File: config.mk
export PLATFORM = sky130hd
export DESIGN_NAME = wfs_front
export DESIGN_NICKNAME = d
export VERILOG_FILES = /design/src/design/wfs_pkg.sv /design/src/design/wfs_front.sv
export SDC_FILE = /design/constraint.sdc
export NUM_CORES = 1
export LEC_CHECK = 0
export ABC_AREA = 1
export CAP_MARGIN = 10
export CORE_MARGIN = 8
export CORE_UTILIZATION = 65
export DETAILED_ROUTE_END_ITERATION = 10
export DONT_BUFFER_PORTS = 1
export HOLD_SLACK_MARGIN = 0.15
export MAX_ROUTING_LAYER = met4
export PLACE_DENSITY = 0.77
export SETUP_SLACK_MARGIN = 0.02
export SLEW_MARGIN = 0
export SYNTH_ARGS = -nofsm -noshare
export SYNTH_HDL_FRONTEND = slang
export SYNTH_SLANG_ARGS = --single-unit
File: constraint.sdc
create_clock -name clk -period 14.4 [get_ports clk]
set_clock_uncertainty 0.15 [all_clocks]
set_input_delay 4.32 -clock clk [delete_from_list [all_inputs] [get_ports clk]]
set_output_delay 4.32 -clock clk [all_outputs]
set_load 0.02 [all_outputs]
File: src/design/wfs_pkg.sv
package wfs_pkg;

	// Fixed-point format and field widths.
	localparam int FRAC_BITS       = 16;
	localparam int MAX_COLUMNS_DEF = 1024;
	localparam int COL_W           = 11;
	localparam int ROW_W           = 16;
	localparam int IDX_W           = 3;
	localparam int DATA_W          = 32;
	localparam int Q_W             = 31;
	localparam int U_W             = 22;
	localparam int R_W             = 24;
	localparam int TERM_W          = 42;
	localparam int QUEUE_DEPTH     = 4;

	localparam logic [16:0]       LOG2E_Q16  = 17'd94548;
	localparam logic [U_W-1:0]    U_LIMIT    = U_W'(32 << FRAC_BITS);
	localparam logic [TERM_W-2:0] TERM_LIMIT = (TERM_W-1)'(64'd1 << 40);

	// Configuration register indexes.
	typedef enum logic [IDX_W-1:0] {
		CFG_GRID_WIDTH  = 3'd0,
		CFG_GRID_ROWS   = 3'd1,
		CFG_X_STEP      = 3'd2,
		CFG_T_STEP_SQ   = 3'd3,
		CFG_SOURCE_RATE = 3'd4,
		CFG_X_OFFSET    = 3'd5,
		CFG_T_OFFSET    = 3'd6
	} cfg_index_t;

	// One unit of work handed from the front part to the back part.
	typedef struct packed {
		logic                    restart;
		logic [COL_W-1:0]        column;
		logic [ROW_W-1:0]        row;
		logic                    bank;
		logic                    last;
		logic                    right_zero;
		logic signed [DATA_W-1:0] x_dist;
		logic signed [DATA_W-1:0] t_dist;
	} work_t;

	// Table of 2^(-k/16) in Q16 for k = 0 .. 16.
	function automatic logic [16:0] pow2_neg(input logic [4:0] k);
		logic [16:0] v;
		begin
			case (k)
				5'd0:    v = 17'd65536;
				5'd1:    v = 17'd62757;
				5'd2:    v = 17'd60097;
				5'd3:    v = 17'd57549;
				5'd4:    v = 17'd55109;
				5'd5:    v = 17'd52773;
				5'd6:    v = 17'd50535;
				5'd7:    v = 17'd48393;
				5'd8:    v = 17'd46341;
				5'd9:    v = 17'd44376;
				5'd10:   v = 17'd42495;
				5'd11:   v = 17'd40693;
				5'd12:   v = 17'd38968;
				5'd13:   v = 17'd37316;
				5'd14:   v = 17'd35734;
				5'd15:   v = 17'd34219;
				default: v = 17'd32768;
			endcase
			return v;
		end
	endfunction

	// Signed 32-bit value plus unsigned 31-bit step, saturated at the top.
	function automatic logic signed [DATA_W-1:0] sat_add(
		input logic signed [DATA_W-1:0] a,
		input logic [Q_W-1:0]           b
	);
		logic signed [DATA_W:0] s;
		begin
			s = $signed({a[DATA_W-1], a}) + $signed({2'b00, b});
			if (s > $signed({2'b00, {(DATA_W-1){1'b1}}})) begin
				return {1'b0, {(DATA_W-1){1'b1}}};
			end
			return s[DATA_W-1:0];
		end
	endfunction

endpackage

File: src/design/wfs_front.sv
module wfs_front #(
	parameter int MAX_COLUMNS = wfs_pkg::MAX_COLUMNS_DEF
) (
	input  logic                              clk,
	input  logic                              arst_n,
	input  logic                              req_valid,
	output logic                              req_ready,
	input  logic                              restart,
	input  logic [wfs_pkg::COL_W-1:0]         grid_width,
	input  logic [wfs_pkg::ROW_W-1:0]         grid_rows,
	input  logic [wfs_pkg::Q_W-1:0]           x_step,
	input  logic signed [wfs_pkg::DATA_W-1:0] x_offset_from_peak,
	input  logic signed [wfs_pkg::DATA_W-1:0] t_offset_from_peak,
	input  logic                              queue_full,
	output logic                              push,
	output wfs_pkg::work_t                    push_work
);
	import wfs_pkg::*;

	logic [ROW_W-1:0]         row_q;
	logic [COL_W-1:0]         col_q;
	logic                     bank_q;
	logic signed [DATA_W-1:0] xd_q, td_q;

	logic [COL_W-1:0]         w, c1, c2;
	logic [ROW_W-1:0]         r1;
	logic                     b1, too_small, wrap_pre, wrap_post, stop, emit, accept;
	logic signed [DATA_W-1:0] xd1, td1;
	logic [Q_W-1:0]           half;

	// Effective width and the row change that precedes a cell.
	always_comb begin
		w = (32'(grid_width) > MAX_COLUMNS) ? COL_W'(MAX_COLUMNS) : grid_width;
		too_small = w < COL_W'(3);
		half = {1'b0, x_step[Q_W-1:1]};
		wrap_pre = (col_q == '0) ||
			((COL_W+1)'(col_q) + (COL_W+1)'(1) >= (COL_W+1)'(w));
		r1  = wrap_pre ? row_q + ROW_W'(1) : row_q;
		c1  = wrap_pre ? COL_W'(1) : col_q;
		xd1 = wrap_pre ? x_offset_from_peak : xd_q;
		td1 = wrap_pre ? sat_add(td_q, half) : td_q;
		b1  = wrap_pre ? ~bank_q : bank_q;
		stop = ((ROW_W+1)'(r1) + (ROW_W+1)'(1)) >= (ROW_W+1)'(grid_rows);
		emit = !too_small && !stop;
		c2 = c1 + COL_W'(1);
		wrap_post = (COL_W+1)'(c2) + (COL_W+1)'(1) >= (COL_W+1)'(w);
	end

	// The work item for the back part.
	always_comb begin
		accept = req_valid && req_ready;
		push   = accept && (restart || emit);
		push_work.restart    = restart;
		push_work.column     = c1;
		push_work.row        = r1 + ROW_W'(1);
		push_work.bank       = b1;
		push_work.last       = (((ROW_W+1)'(r1) + (ROW_W+1)'(2)) == (ROW_W+1)'(grid_rows)) &&
			(((COL_W+1)'(c1) + (COL_W+1)'(2)) == (COL_W+1)'(w));
		push_work.right_zero = ((COL_W+1)'(c1) + (COL_W+1)'(2)) >= (COL_W+1)'(w);
		push_work.x_dist     = xd1;
		push_work.t_dist     = td1;
	end

	assign req_ready = !queue_full;

	// Grid position and source distances.
	always_ff @(posedge clk or negedge arst_n) begin
		if (!arst_n) begin
			row_q  <= ROW_W'(1);
			col_q  <= COL_W'(1);
			bank_q <= 1'b0;
			xd_q   <= '0;
			td_q   <= '0;
		end else if (accept) begin
			if (restart) begin
				row_q  <= ROW_W'(1);
				col_q  <= COL_W'(1);
				bank_q <= 1'b0;
				xd_q   <= x_offset_from_peak;
				td_q   <= t_offset_from_peak;
			end else if (!too_small) begin
				if (!emit) begin
					row_q  <= r1;
					col_q  <= c1;
					bank_q <= b1;
					xd_q   <= xd1;
					td_q   <= td1;
				end else if (wrap_post) begin
					row_q  <= r1 + ROW_W'(1);
					col_q  <= COL_W'(1);
					bank_q <= ~b1;
					xd_q   <= x_offset_from_peak;
					td_q   <= sat_add(td1, half);
				end else begin
					row_q  <= r1;
					col_q  <= c2;
					bank_q <= b1;
					xd_q   <= sat_add(xd1, x_step);
					td_q   <= td1;
				end
			end
		end
	end

endmodule

==> impl_results.md <==
- Async set-or-reset flop fraction in the synthesized netlist: 100%
- First-iteration detailed-routing DRC count: 1,529
- Status: completed
- Via density: 5.90
- Setup-failing EPs final: 0
- Fill count: 2,119
- DR DRC count: 0
- CP Max Fanout: 20
- Setup TNS: 0 ns
- Most frequent CP cell: nand2_1
- Slew Viols, Final: 0
- Hold Vio Cnt, Final: 0
- Worst R2R Start: col_q[4]$_DFFE_PN0P_
- Antenna violations before repair: 4
- Yosys reg bits: 92
- WHS Path Cells: 2
- CP max stage cell: xor2_1
- Global Route Usage Sum: 36.4%
- Clock slew seen by the registers of the worst setup and hold paths: 0.07 ns
- Share of cells above drive strength 1: 4.08%
- Starting Density: 65.4%
- Detailed placement HPWL: 41.7 mm
- Post-synth top area share: 17.1%
- Critical path launch point type: input pin
- Cell variety after synth: 54
- Synth-to-Final Area Change: 3.48%
- CP required: 9.93 ns
- Total number of yosys warnings: 0
- # rows: 56
- Cell taking the most area after synthesis: nand2_1
- Mapped Cells: 2,536
- Met1 wire length: 19.1 mm
- RR Endpoint: xd_q[25]$_DFFE_PN0P_
- FF-to-FF setup slack: 6.11 ns
- Final Routed Wirelength: 51.8 mm
- Hold path start: xd_q[31]$_DFFE_PN0P_
- TritonCTS clock tree: built
- Period utilisation layout: 95.9%
- RSZ-0062 raised after global routing: false
- H-tree depth: 3
- Hold-fix buffers, CTS: 0
- Post-synth EDFFs: 0
- Post-synth top cells: nand2_1, inv_1, nor2_1
- Mapped Area: 15,200 sq um
- Synth Flop Type: dfrtp_1
- Critical path buffer and inverter count: 5
- Num CTS Buffers: 9
- GP Congestion: 0.996
- R2R depth: 35
- Routed len/inst: 18.4 um
- WP data arrival: 9.34 ns
- Hold/Removal Path Class: flop to flop
- IO Port Bufs: 0
- Worst setup EP type: output pin
- TritonRoute pass-1 iters: 7
- Quantity of gates resized following cts: 0
- Sequential-to-total area share from yosys stat: 15.2%
- Top cells by area, synth: nand2_1, dfrtp_1, ha_1
- Vias in the first global route: 16,000
- Relative slew slack: 22.8%
- Die width: 169 um
- Clock sink total: 92
- CTS root buf: clkbuf_16
- DR vias: 16,700
- Max Cap Violations: 0
- Top-count cell post-synth: nand2_1
- Hold EP: xd_q[31]$_DFFE_PN0P_
- Highest routed metal layer: met4
- Max Fclk: 72.4 MHz
- First-pass GRT wire length: 80.9 mm
- Metal2 WL: 23.7 mm
- Final worst path period need: 13.81 ns
- Core Region: 23,200 sq um
- Crit Path Category: input pin to output pin
- Wire length on met3: 5.29 mm
- Clk_lat worst skew: 0.37 ns
- Gr ovfl total: 0
- Syn Area/Cell: 5.98 sq um
- Io pins: 224
- Die Height: 169 um
- Setup Buffers After CTS: 0
- Fin nets: 2,771
- Slew @ Worst Pin: 1.16 ns
- CP delay by family, top: simple AND/OR/NAND/NOR gates
- Post-route ant nets: 0
- Largest net degree at the start of global routing: 93
- Syn nets: 2,811
- Die area: 28,500 sq um
- Clk buf depth: 2
- Slowest stage delay, CP: 0.45 ns
==> worst reg2reg max path: cells and delay by family (launching register included) <==
family | cells | cell delay [ns]
simple gates | 18 | 3.37
fa+ha+maj | 3 | 1.15
xor+xnor | 1 | 0.24
compound gates | 8 | 1.70
flops | 1 | 0.48
buf+inv | 5 | 1.10
==> cells in the final DEF, fill, tap and decap left out, types with 6 or more instances in the layout <==
| cell | count |
|---|---|
| xor2_1 | 94 |
| a21oi_2 | 26 |
| a21boi_0 | 8 |
| o21bai_1 | 9 |
| nor2_1 | 274 |
| a21oi_1 | 218 |
| o21a_1 | 34 |
| xnor2_1 | 34 |
| buf_4 | 20 |
| nor3_1 | 29 |
| o31ai_1 | 6 |
| inv_1 | 385 |
| nand2_1 | 690 |
| nor4_1 | 8 |
| clkbuf_16 | 9 |
| nand4_1 | 32 |
| o211ai_1 | 42 |
| a21o_1 | 7 |
| nand3b_1 | 13 |
| o22ai_1 | 18 |
| dfrtp_1 | 90 |
| ha_1 | 145 |
| o221ai_1 | 14 |
| nand3_1 | 110 |
| o21ai_0 | 113 |
| nor2_2 | 13 |
==> how the worst max path moves through the flow <==
| stage | startpoint | end | slack, ns | cells after the start |
|---|---|---|---|---|
| 2_1_floorplan | grid_width[2] | push | 0.44 | 39 |
| 3_3_place_gp | grid_width[2] | push | 0.88 | 38 |
| 3_5_place_dp | grid_width[2] | push | 0.60 | 38 |
| 4_1_cts | grid_width[2] | push | 0.59 | 38 |
| 5_1_grt | grid_width[2] | push | 0.12 | 32 |
| 6_report | grid_width[2] | push | 0.59 | 32 |
==> stage by stage <==
stage	cell area, sq um	setup WS [ns]	util, %	hold WS (ns)	cells
after floorplan	15200	0.440	-	0.310	2536
after global placement	15400	0.879	66.3	0.329	2804
after detailed placement	15400	0.603	66.3	0.344	2804
after CTS	15700	0.590	67.6	0.362	2820
after global routing	15700	0.121	67.7	0.405	2824
final	15700	0.591	67.7	0.363	2824
==> cell type report <==
type / instances / area (sq um) / area share (%)
Multi-Input combinational cell: 1985 / 11100 / 70.5
Sequential cell: 92 / 2300 / 14.7
Inverter: 388 / 1460 / 9.28
Tap cell: 319 / 399 / 2.54
Clock buffer: 9 / 225 / 1.43
Timing Repair Buffer: 20 / 150 / 0.957
Clock inverter: 7 / 81.3 / 0.518
Antenna cell: 4 / 10.0 / 0.0638
==> kinds of logic after synthesis <==
| family | after synthesis | share of synthesized area [%] |
|---|---|---|
| AO/OA/AOI/OAI | 513 | 20.0 |
| XOR/XNOR | 131 | 7.71 |
| adder cells (fa/ha/maj) | 148 | 12.4 |
| buffers and inverters | 459 | 11.9 |
| flip-flops | 92 | 15.2 |
| AND/OR/NAND/NOR | 1193 | 32.8 |
==> sequential cells by signal, indices dropped and copies added (netlist names) <==
register	flops
bank_q	1
col_q	11
row_q	16
td_q	32
xd_q	32
==> routing by layer <==
metal	vias up	global-route usage, %
li1	8167	-
met1	7475	37.9
met2	781	59.1
met3	241	11.2
met4	0	24.0
met5	-	-
Power is not shown: default switching activity piles up to over one toggle a cycle in this logic, so the estimate is an artifact.
