### src/design/wfs_pkg.sv
package wfs_pkg;

	// Fixed-point format and field widths.
	localparam int FRAC_BITS       = 16;
	localparam int MAX_COLUMNS_DEF = 1024;
	localparam int COL_W           = 11;
	localparam int ROW_W           = 16;
	localparam int IDX_W           = 3;
	localparam int DATA_W          = 32;
	localparam int Q_W             = 31;
	localparam int U_W             = 22;
	localparam int R_W             = 24;
	localparam int TERM_W          = 42;
	localparam int QUEUE_DEPTH     = 4;

	localparam logic [16:0]       LOG2E_Q16  = 17'd94548;
	localparam logic [U_W-1:0]    U_LIMIT    = U_W'(32 << FRAC_BITS);
	localparam logic [TERM_W-2:0] TERM_LIMIT = (TERM_W-1)'(64'd1 << 40);

	// Configuration register indexes.
	typedef enum logic [IDX_W-1:0] {
		CFG_GRID_WIDTH  = 3'd0,
		CFG_GRID_ROWS   = 3'd1,
		CFG_X_STEP      = 3'd2,
		CFG_T_STEP_SQ   = 3'd3,
		CFG_SOURCE_RATE = 3'd4,
		CFG_X_OFFSET    = 3'd5,
		CFG_T_OFFSET    = 3'd6
	} cfg_index_t;

	// One unit of work handed from the front part to the back part.
	typedef struct packed {
		logic                    restart;
		logic [COL_W-1:0]        column;
		logic [ROW_W-1:0]        row;
		logic                    bank;
		logic                    last;
		logic                    right_zero;
		logic signed [DATA_W-1:0] x_dist;
		logic signed [DATA_W-1:0] t_dist;
	} work_t;

	// Table of 2^(-k/16) in Q16 for k = 0 .. 16.
	function automatic logic [16:0] pow2_neg(input logic [4:0] k);
		logic [16:0] v;
		begin
			case (k)
				5'd0:    v = 17'd65536;
				5'd1:    v = 17'd62757;
				5'd2:    v = 17'd60097;
				5'd3:    v = 17'd57549;
				5'd4:    v = 17'd55109;
				5'd5:    v = 17'd52773;
				5'd6:    v = 17'd50535;
				5'd7:    v = 17'd48393;
				5'd8:    v = 17'd46341;
				5'd9:    v = 17'd44376;
				5'd10:   v = 17'd42495;
				5'd11:   v = 17'd40693;
				5'd12:   v = 17'd38968;
				5'd13:   v = 17'd37316;
				5'd14:   v = 17'd35734;
				5'd15:   v = 17'd34219;
				default: v = 17'd32768;
			endcase
			return v;
		end
	endfunction

	// Signed 32-bit value plus unsigned 31-bit step, saturated at the top.
	function automatic logic signed [DATA_W-1:0] sat_add(
		input logic signed [DATA_W-1:0] a,
		input logic [Q_W-1:0]           b
	);
		logic signed [DATA_W:0] s;
		begin
			s = $signed({a[DATA_W-1], a}) + $signed({2'b00, b});
			if (s > $signed({2'b00, {(DATA_W-1){1'b1}}})) begin
				return {1'b0, {(DATA_W-1){1'b1}}};
			end
			return s[DATA_W-1:0];
		end
	endfunction

endpackage

### src/design/wfs_queue.sv
module wfs_queue (
	input  logic           clk,
	input  logic           arst_n,
	input  logic           push,
	input  wfs_pkg::work_t push_work,
	output logic           full,
	output logic           head_valid,
	input  logic           pop,
	output wfs_pkg::work_t head
);
	import wfs_pkg::*;

	localparam int PTR_W = $clog2(QUEUE_DEPTH);

	work_t            entry_q [QUEUE_DEPTH];
	logic [PTR_W-1:0] wr_ptr_q, rd_ptr_q;
	logic [PTR_W:0]   count_q;

	assign full       = count_q == (PTR_W+1)'(QUEUE_DEPTH);
	assign head_valid = count_q != '0;
	assign head       = entry_q[rd_ptr_q];

	// Entry storage.
	always_ff @(posedge clk) begin
		if (push) begin
			entry_q[wr_ptr_q] <= push_work;
		end
	end

	// Pointers and fill level.
	always_ff @(posedge clk or negedge arst_n) begin
		if (!arst_n) begin
			wr_ptr_q <= '0;
			rd_ptr_q <= '0;
			count_q  <= '0;
		end else begin
			if (push) begin
				wr_ptr_q <= wr_ptr_q + PTR_W'(1);
			end
			if (pop) begin
				rd_ptr_q <= rd_ptr_q + PTR_W'(1);
			end
			if (push && !pop) begin
				count_q <= count_q + (PTR_W+1)'(1);
			end else if (pop && !push) begin
				count_q <= count_q - (PTR_W+1)'(1);
			end
		end
	end

endmodule

### config.mk
export PLATFORM = sky130hd
export DESIGN_NAME = wfs_queue
export DESIGN_NICKNAME = d
export VERILOG_FILES = /design/src/design/wfs_pkg.sv /design/src/design/wfs_queue.sv
export SDC_FILE = /design/constraint.sdc
export NUM_CORES = 1
export LEC_CHECK = 0
export BUFFER_PORTS_ARGS = -buffer_cell sky130_fd_sc_hd__buf_2
export CELL_PAD_IN_SITES_DETAIL_PLACEMENT = 0
export CELL_PAD_IN_SITES_GLOBAL_PLACEMENT = 2
export CORE_UTILIZATION = 47
export CTS_BUF_LIST = sky130_fd_sc_hd__clkbuf_8
export DETAILED_ROUTE_END_ITERATION = 10
export HOLD_SLACK_MARGIN = 0.03
export PLACE_DENSITY = 0.84
export REMOVE_ABC_BUFFERS = 1
export SLEW_MARGIN = 20
export SYNTH_ARGS = -nofsm -noshare
export SYNTH_HDL_FRONTEND = slang
export SYNTH_SLANG_ARGS = --single-unit
### constraint.sdc
create_clock -name clk -period 3.7 [get_ports clk]
set_input_delay 0.185 -clock clk [delete_from_list [all_inputs] [get_ports clk]]
set_output_delay 0.185 -clock clk [all_outputs]
set_load 0.02 [all_outputs]
==> results_dict.tcl, run 1 <==
set metrics [dict create \
    outcome "completed" \
    rows 63 \
    setup_viol 0 \
    num_vias 6778 \
    maxCapViolations 0 \
    globalplace.congestion 0.738 \
    syn_area_mm2 0.0141 \
    synthMuxAreaShare 0.153 \
    power_w 0.0135 \
    clock-sinks 387 \
    wl_um 26700 \
    synth_edf_count 380 \
    grt_pass1_vias 7439 \
    holdWs_ns 0.346 \
    powerDensity_mw_per_mm2 764 \
    crit_type "flop to primary output" \
    worstSkewPairLatency_ns 0.59 \
    cp.required_ns 3.51 \
    leakage_nw 6.15 \
    synth_cell_types 21 \
    cp_slowest_cell "dfrtp_4" \
    crit_chain "buf_4 > mux4_2 > buf_2" \
    worst_pin_slew_ns 0.944 \
    ctsHoldBuffers 99 \
    synthAdderAreaFrac 0.00586 \
    synth_commonest_cells "380 x edfxtp_1, 95 x mux4_2, 12 x buf_2, 7 x dfrtp_1, 5 x ha_1" \
    grt_max_degree 62 \
    period_share 0.747 \
    end_kind "primary output" \
    syn_inst 531 \
    cts-buffers-inserted 61 \
    h-tree-depth 2 \
    die_height_um 175 \
    fin_crit_ns 2.76 \
    max_slew_margin 0.371 \
    path_buf_inv 2 \
    viasPerCell 5.17 \
    clk_pin_slew_ns 0.06 \
    grt_remaining_overflow 0 \
    max_freq_mhz 362 \
    die_x_um 175 \
    synth_flop_cell "edfxtp_1" \
    cts_buffer_depth 3 \
    area_delta_synth_final_pct 24.9 \
    drtIter0Drc 378 \
    drive_above_1_share 0.412 \
    critPathMaxStageDelay_ns 0.71 \
    ys_warn_count 0 \
    io_buffers 195 \
    synth-simple-area-share 0.00355 \
    start_util 0.477 \
    yosys.cell_count.top_type "edfxtp_1" \
    hold_viol 0 \
    post_cts_buffers 0 \
    grt_setup_unrepaired "false" \
    crit_arrival_ns 2.58 \
    antenna_found_initial 0 \
    synth_top_family_by_area "multiplexers" \
    cts_tree "done" \
    drc_errors 0 \
    diodes 0 \
    die_area_mm2 0.0307 \
    final_antenna_net_count 0 \
    ctsResizeCount 0 \
    drv_slew 0 \
    path_depth 3 \
    ys_ff_latch 387 \
    root_buffer "clkbuf_8" \
    async_flop_share 0.0181 \
    r2r.worst_path.cells 4 \
    synth.area.top_cells "edfxtp_1 81%, mux4_2 15%, dfrtp_1 1.2%, ha_1 0.44%, buf_2 0.43%" \
    num-fill-cells 2168 \
    cp-start-kind "flop" \
    hold_depth 2 \
    synth_top_area_share 0.809 \
    fin_skew_ns 0.0224 \
    avgSynthCellArea_um2 26.5 \
    core_area_mm2 0.0296 \
    dp_hpwl_um 15100 \
    synth-xor-area-share 0.00373 \
    crit_family "flip-flops" \
    power.ir.vdd_worst_v 0.000474 \
    io_pins 196 \
    seq_area_frac_synth 0.822 \
    dr.pass1.iters 6 \
    grt_first_pass_wirelength_um 41000 \
    gr-usage-all-layers 0.177 \
    path_max_fanout 23 \
    synth_compound_area_frac 0.000355 \
    wl_per_cell_um 20.4 \
    hp-class "input port to flop" \
    nets 981 \
    synth_top_cell_by_area "edfxtp_1" \
]
-- cell families after synthesis --
logic type,Yosys count
AOI/OAI and AO/OA,1
xor gates and xnor gates,6
adders and majority gates,6
buffers and inverters,26
DFF,387
muxes,96
and+or+nand+nor,9
-- cells in the final DEF (no fill, tap or decap), drive strengths merged, types with 4 or more instances in the layout --
master	Yosys	final
dlygate4sd3	0	99
buf	18	205
xor2	4	4
mux4	95	95
clkinv	0	24
and2	4	4
edfxtp	380	380
ha	5	5
clkbuf	4	61
inv	4	23
dfrtp	7	7
-- area by class of cell --
class / instances / area, um^2 / area share
flip-flops and latches: 387 / 11600 / 0.658
multi-input cells: 118 / 2350 / 0.134
repair buffers: 304 / 2100 / 0.120
clock buffers: 61 / 840 / 0.0477
well taps: 390 / 488 / 0.0277
clock inverters: 46 / 216 / 0.0123
inverters: 4 / 15.0 / 0.000853
-- sequential cells by signal, summed over array words and instances, names as in the netlist --
name and flops:
count_q 3, entry_q 380, rd_ptr_q 2, wr_ptr_q 2
-- worst paths after layout --
check | startpoint | to | slack [ns]
max in group asynchronous | arst_n | rd_ptr_q[1] | 2.82
worst min register to register | count_q[2] | count_q[2] | 0.49
worst max register to register | wr_ptr_q[1] | entry_q[1][88] | 1.59
worst max-delay path | rd_ptr_q[0] | head[64] | 0.94
min in group asynchronous | arst_n | rd_ptr_q[0] | 0.60
worst min-delay path | push_work[52] | entry_q[3][52] | 0.35
-- where the power goes --
group          total, W  internal (W)  switching [W]
sequential      0.00614       0.00574       0.000404
combinational   0.00419       0.00180        0.00239
clock           0.00312       0.00159        0.00153
total            0.0135       0.00913        0.00432
-- stage by stage --
stage / setup TNS, ns / instances / instance area, um^2 / worst slack, ns / utilization
final: 0 / 1310 / 17600 / 0.935 / 0.596
after global routing: 0 / 1310 / 17600 / 0.724 / 0.596
after CTS: 0 / 1310 / 17600 / 0.857 / 0.596
after detailed placement: 0 / 1104 / 15600 / 1.50 / 0.526
after global placement: 0 / 1104 / 15600 / 1.53 / 0.526
after floorplan: -91.91 / 509 / 13900 / -0.958 / -
-- worst register-to-register path: stages, from the launching register on --
cell and delay (ns):
dfrtp_1 0.41, inv_1 0.12, ha_1 0.17, and2_4 0.70, buf_12 0.38
-- layer usage --
metal  track usage  wire length, um
met5             0                0
met4        0.0486              507
met3        0.0490             1730
met2         0.304            13700
met1         0.220            10700
(Power assumes the default switching activity.)
==> run 2: changes to the inputs <==
==> constraint.sdc (replaced) <==
create_clock -name clk -period 2.89 [get_ports clk]
set_input_delay 0.1445 -clock clk [delete_from_list [all_inputs] [get_ports clk]]
set_output_delay 0.1445 -clock clk [all_outputs]
set_load 0.02 [all_outputs]
==> results_dict.tcl, run 2 (synthesis gave the netlist of run 1 again) <==
set metrics [dict create \
    max_slew_margin 0.471 \
    top_register "entry_q" \
    nets 984 \
    leakage_nw 6.23 \
    power_w 0.0176 \
    grt_pass1_vias 7319 \
    globalplace.congestion 0.746 \
    powerDensity_mw_per_mm2 991 \
    num_vias 6771 \
    h-tree-depth 2 \
    area_delta_synth_final_pct 26.0 \
    gr-usage-all-layers 0.175 \
    largest_register_ffs 380 \
    crit_arrival_ns 2.44 \
    worstSkewPairLatency_ns 0.57 \
    reg_top3 "entry_q x380, count_q x3" \
    antenna_found_initial 0 \
    power.ir.vdd_worst_v 0.000678 \
    crit_type "flop to primary output" \
    hp-class "input port to flop" \
    io_buffers 195 \
    regArea_mm2 0.0116 \
    fin_crit_ns 2.58 \
    drc_errors 0 \
    diodes 0 \
    root_buffer "clkbuf_8" \
    period_share 0.893 \
    wl_um 26500 \
    num-fill-cells 2123 \
    die_height_um 175 \
    die_x_um 175 \
    fin_skew_ns 0.0100 \
    hold_viol 0 \
    cts_buffer_depth 3 \
    drive_above_1_share 0.416 \
    clk_pin_slew_ns 0.06 \
    core_area_mm2 0.0296 \
    wl_per_cell_um 20.1 \
    drv_slew 0 \
    path_max_fanout 47 \
    cp-start-kind "flop" \
    viasPerCell 5.14 \
    grt_setup_unrepaired "false" \
    grt_remaining_overflow 0 \
    final_common_cell "edfxtp_1" \
    die_area_mm2 0.0307 \
    grt_max_degree 96 \
    io_pins 196 \
    maxCapViolations 0 \
    post-route-util 0.601 \
    clock-sinks 387 \
    cts-buffers-inserted 59 \
    setup_viol 0 \
    ctsResizeCount 0 \
    cp.required_ns 2.75 \
    drtIter0Drc 430 \
    r2r_slack_ns 0.96 \
    placed_area_mm2 0.0156 \
    layout_common_cells "380 x edfxtp_1, 195 x buf_2, 99 x dlygate4sd3_1" \
    rows 63 \
    cts_tree "done" \
    dp_hpwl_um 15300 \
    final_cell_area_mm2 0.0178 \
    timing.final.ws_setup_ns 0.310 \
    multi_input_area_mm2 0.00235 \
    outcome "completed" \
    grt_first_pass_wirelength_um 40400 \
    final_antenna_net_count 0 \
    start_util 0.477 \
    max_freq_mhz 388 \
    dr.pass1.iters 5 \
    pre_cts_ws_ns 0.885 \
    end_kind "primary output" \
    worst_pin_slew_ns 0.793 \
]
-- run 2: cell types whose count changed in the layout (fill, tap and decap cells not counted), sizes merged --
| cell | before | now |
|---|---|---|
| buf | 205 | 210 |
| inv | 23 | 20 |
| clkinvlp | 2 | 0 |
| bufinv | 1 | 4 |
| clkinv | 24 | 29 |
-- run 2: power by group --
group / internal [W] / total [W] / switching (W)
clock: 0.00231 / 0.00429 / 0.00198
sequential: 0.00734 / 0.00782 / 0.000481
combinational: 0.00238 / 0.00549 / 0.00311
total: 0.0120 / 0.0176 / 0.00557
-- run 2: final cells by class --
class | count | share of cell area
flip-flops and latches | 387 | 0.653
multi-input cells | 118 | 0.132
repair buffers | 309 | 0.123
clock buffers | 61 | 0.0473
well taps | 390 | 0.0275
clock inverters | 49 | 0.0169
inverters | 4 | 0.000845
-- run 2: layer usage --
| metal | GRT usage | vias up | wire (um) |
|---|---|---|---|
| met3 | 0.0442 | 42 | 1680 |
| met1 | 0.231 | 3506 | 11000 |
| met5 | 0 | - | 0 |
| met2 | 0.294 | 224 | 13500 |
| li1 | - | 2999 | - |
| met4 | 0.0442 | 0 | 379 |
-- run 2: worst paths after layout --
path	to	startpoint	depth (start not counted)
min in group asynchronous	rd_ptr_q[0]	arst_n	3
hold / removal	entry_q[0][85]	push_work[85]	2
setup reg to reg	entry_q[0][0]	wr_ptr_q[0]	4
setup / recovery	head[0]	rd_ptr_q[1]	3
hold reg to reg	count_q[2]	count_q[2]	1
max in group asynchronous	rd_ptr_q[1]	arst_n	3
-- run 2: timing repair --
item	CTS	global route
hold buffers	99	0
setup endpoints to repair	0	0
setup buffers	0	0
endpoints found under the hold margin	391	0
-- run 2: stage by stage --
step                hold slack, ns  std cells  setup TNS, ns
floorplan                   -0.151        509        -304.86
global placement          -0.00843       1109              0
detailed placement        0.000870       1109              0
CTS                          0.278       1318              0
global route                 0.292       1318              0
finish                       0.313       1318              0
-- run 2: critical path: stages, from the launching register on --
cell and delay, ns:
dfrtp_4 0.94, buf_4 0.34, mux4_2 0.36, buf_2 0.18
==> run 3: changes to the inputs <==
--- a/config.mk
+++ b/config.mk
@@ -5,10 +5,11 @@
 export SDC_FILE = /design/constraint.sdc
 export NUM_CORES = 1
 export LEC_CHECK = 0
+export ABC_AREA = 1
 export BUFFER_PORTS_ARGS = -buffer_cell sky130_fd_sc_hd__buf_2
 export CELL_PAD_IN_SITES_DETAIL_PLACEMENT = 0
 export CELL_PAD_IN_SITES_GLOBAL_PLACEMENT = 2
-export CORE_UTILIZATION = 47
+export CORE_UTILIZATION = 42
 export CTS_BUF_LIST = sky130_fd_sc_hd__clkbuf_8
 export DETAILED_ROUTE_END_ITERATION = 10
 export HOLD_SLACK_MARGIN = 0.03
==> results_dict.tcl, run 3 <==
set metrics [dict create \
    grt_setup_unrepaired "false" \
    synth_top_area_share 0.725 \
    start_util 0.429 \
    post-route-util 0.521 \
    worst_pin_slew_ns 0.778 \
    max_freq_mhz 386 \
    synth_flop_cell "edfxtp_1" \
    num_vias 9375 \
    multi_input_area_mm2 0.00274 \
    syn_inst 1158 \
    viasPerCell 4.71 \
    dp_hpwl_um 18100 \
    power_w 0.0192 \
    grt_max_degree 96 \
    die_x_um 196 \
    final_common_cell "edfxtp_1" \
    gr-usage-all-layers 0.170 \
    wl_per_cell_um 16.1 \
    yosys.cell_count.top_type "edfxtp_1" \
    rows 70 \
    worstSkewPairLatency_ns 0.59 \
    clk_pin_slew_ns 0.06 \
    drtIter0Drc 408 \
    drv_slew 0 \
    h-tree-depth 3 \
    clock-sinks 387 \
    grt_remaining_overflow 0 \
    syn_area_mm2 0.0157 \
    maxCapViolations 0 \
    final_antenna_net_count 0 \
    ys_ff_latch 387 \
    synth_edf_count 380 \
    ys_warn_count 0 \
    fin_skew_ns 0.0160 \
    stdcell_count 1992 \
    synth_commonest_cells "380 x edfxtp_1, 299 x nand2_1, 201 x inv_1, 181 x o211ai_1, 45 x buf_6" \
    outcome "completed" \
    globalplace.congestion 0.719 \
    period_share 0.895 \
    num-fill-cells 3140 \
    setup_viol 0 \
    power.ir.vdd_worst_v 0.000637 \
    regArea_mm2 0.0116 \
    crit_type "flop to primary output" \
    hp-class "input port to flop" \
    max_slew_margin 0.481 \
    wl_met1_um 14400 \
    antenna_found_initial 3 \
    drive_above_1_share 0.202 \
    area_delta_synth_final_pct 21.5 \
    cp.required_ns 2.75 \
    powerDensity_mw_per_mm2 1000 \
    reg_top3 "entry_q x380, count_q x3" \
    synth_top_cell_by_area "edfxtp_1" \
    ctsHoldBuffers 99 \
    end_kind "primary output" \
    cp-start-kind "flop" \
    placed_area_mm2 0.0169 \
    cts_tree "done" \
    grt_pass1_vias 9093 \
    die_height_um 196 \
    die_area_mm2 0.0382 \
    hold_viol 0 \
    root_buffer "clkbuf_8" \
    leakage_nw 7.76 \
    synth.area.top_cells "edfxtp_1 73%, o211ai_1 8.6%, nand2_1 7.1%, inv_1 4.8%, buf_6 3.2%" \
    tns_ns 0 \
    grt_first_pass_wirelength_um 49500 \
    top_register "entry_q" \
    io_buffers 195 \
    final_cell_area_mm2 0.0191 \
    dr.pass1.iters 5 \
    synth_cell_types 22 \
    seq_area_frac_synth 0.737 \
    wl_um 32000 \
    cts_buffer_depth 3 \
    path_max_fanout 61 \
    async_flop_share 0.0181 \
    layout_common_cells "380 x edfxtp_1, 299 x nand2_1, 220 x inv_1" \
    wl_met3_um 1980 \
    largest_register_ffs 380 \
    ctsResizeCount 0 \
    crit_arrival_ns 2.44 \
    core_area_mm2 0.0367 \
    post_cts_buffers 0 \
    placed_cells 1774 \
    avgSynthCellArea_um2 13.6 \
    fin_crit_ns 2.59 \
    drc_errors 0 \
    nets 1578 \
    cts-buffers-inserted 66 \
    wl_met2_um 15000 \
    highest_layer "met4" \
    io_pins 196 \
]
-- run 3: final cells by class --
class,instances,share of cell area
inverters,202,0.0403
well taps,468,0.0306
flip-flops and latches,387,0.607
clock inverters,43,0.00891
repair buffers,312,0.117
diodes,3,0.000393
clock buffers,73,0.0526
multi-input cells,504,0.143
-- run 3: path summary, 6_finish.rpt --
check | from | endpoint | slack [ns] | cells past startpoint
worst max register to register | wr_ptr_q[0] | entry_q[0][74] | 1.05 | 5
worst max-delay path | rd_ptr_q[0] | head[13] | 0.30 | 5
max in group asynchronous | arst_n | rd_ptr_q[1] | 1.99 | 3
worst min-delay path | push_work[50] | entry_q[3][50] | 0.31 | 2
worst min register to register | count_q[2] | count_q[2] | 0.48 | 2
min in group asynchronous | arst_n | count_q[0] | 0.55 | 3
-- run 3: cells by family after synthesis --
family | synth area share
simple gates | 0.0726
fa+ha+maj | 0.00525
xor+xnor | 0.00223
compound gates | 0.0939
buf+inv | 0.0895
flops | 0.737
-- run 3: power breakdown --
group	switching (W)	internal, W
Clock	0.00205	0.00230
Sequential	0.000373	0.00734
Combinational	0.00488	0.00221
Total	0.00730	0.0118
-- run 3: metal layers --
layer / vias up / global-route usage
li1: 4676 / -
met1: 4431 / 0.225
met2: 222 / 0.269
met3: 46 / 0.0437
met4: 0 / 0.0618
met5: - / 0
-- run 3: per-stage QoR --
| step | setup slack, ns | hold WS (ns) |
|---|---|---|
| 5_1_grt | 0.116 | 0.291 |
| 6_report | 0.302 | 0.312 |
| 4_1_cts | 0.227 | 0.260 |
| 2_1_floorplan | -4.13 | -0.151 |
| 3_5_place_dp | 0.884 | 0.00807 |
| 3_3_place_gp | 0.923 | 0.00733 |
-- run 3: worst max-delay path: stages (launching register included) --
cell and delay, ns:
dfrtp_4 0.86, buf_4 0.43, nand2_1 0.11, o211ai_1 0.10, nand2_1 0.14, buf_2 0.19
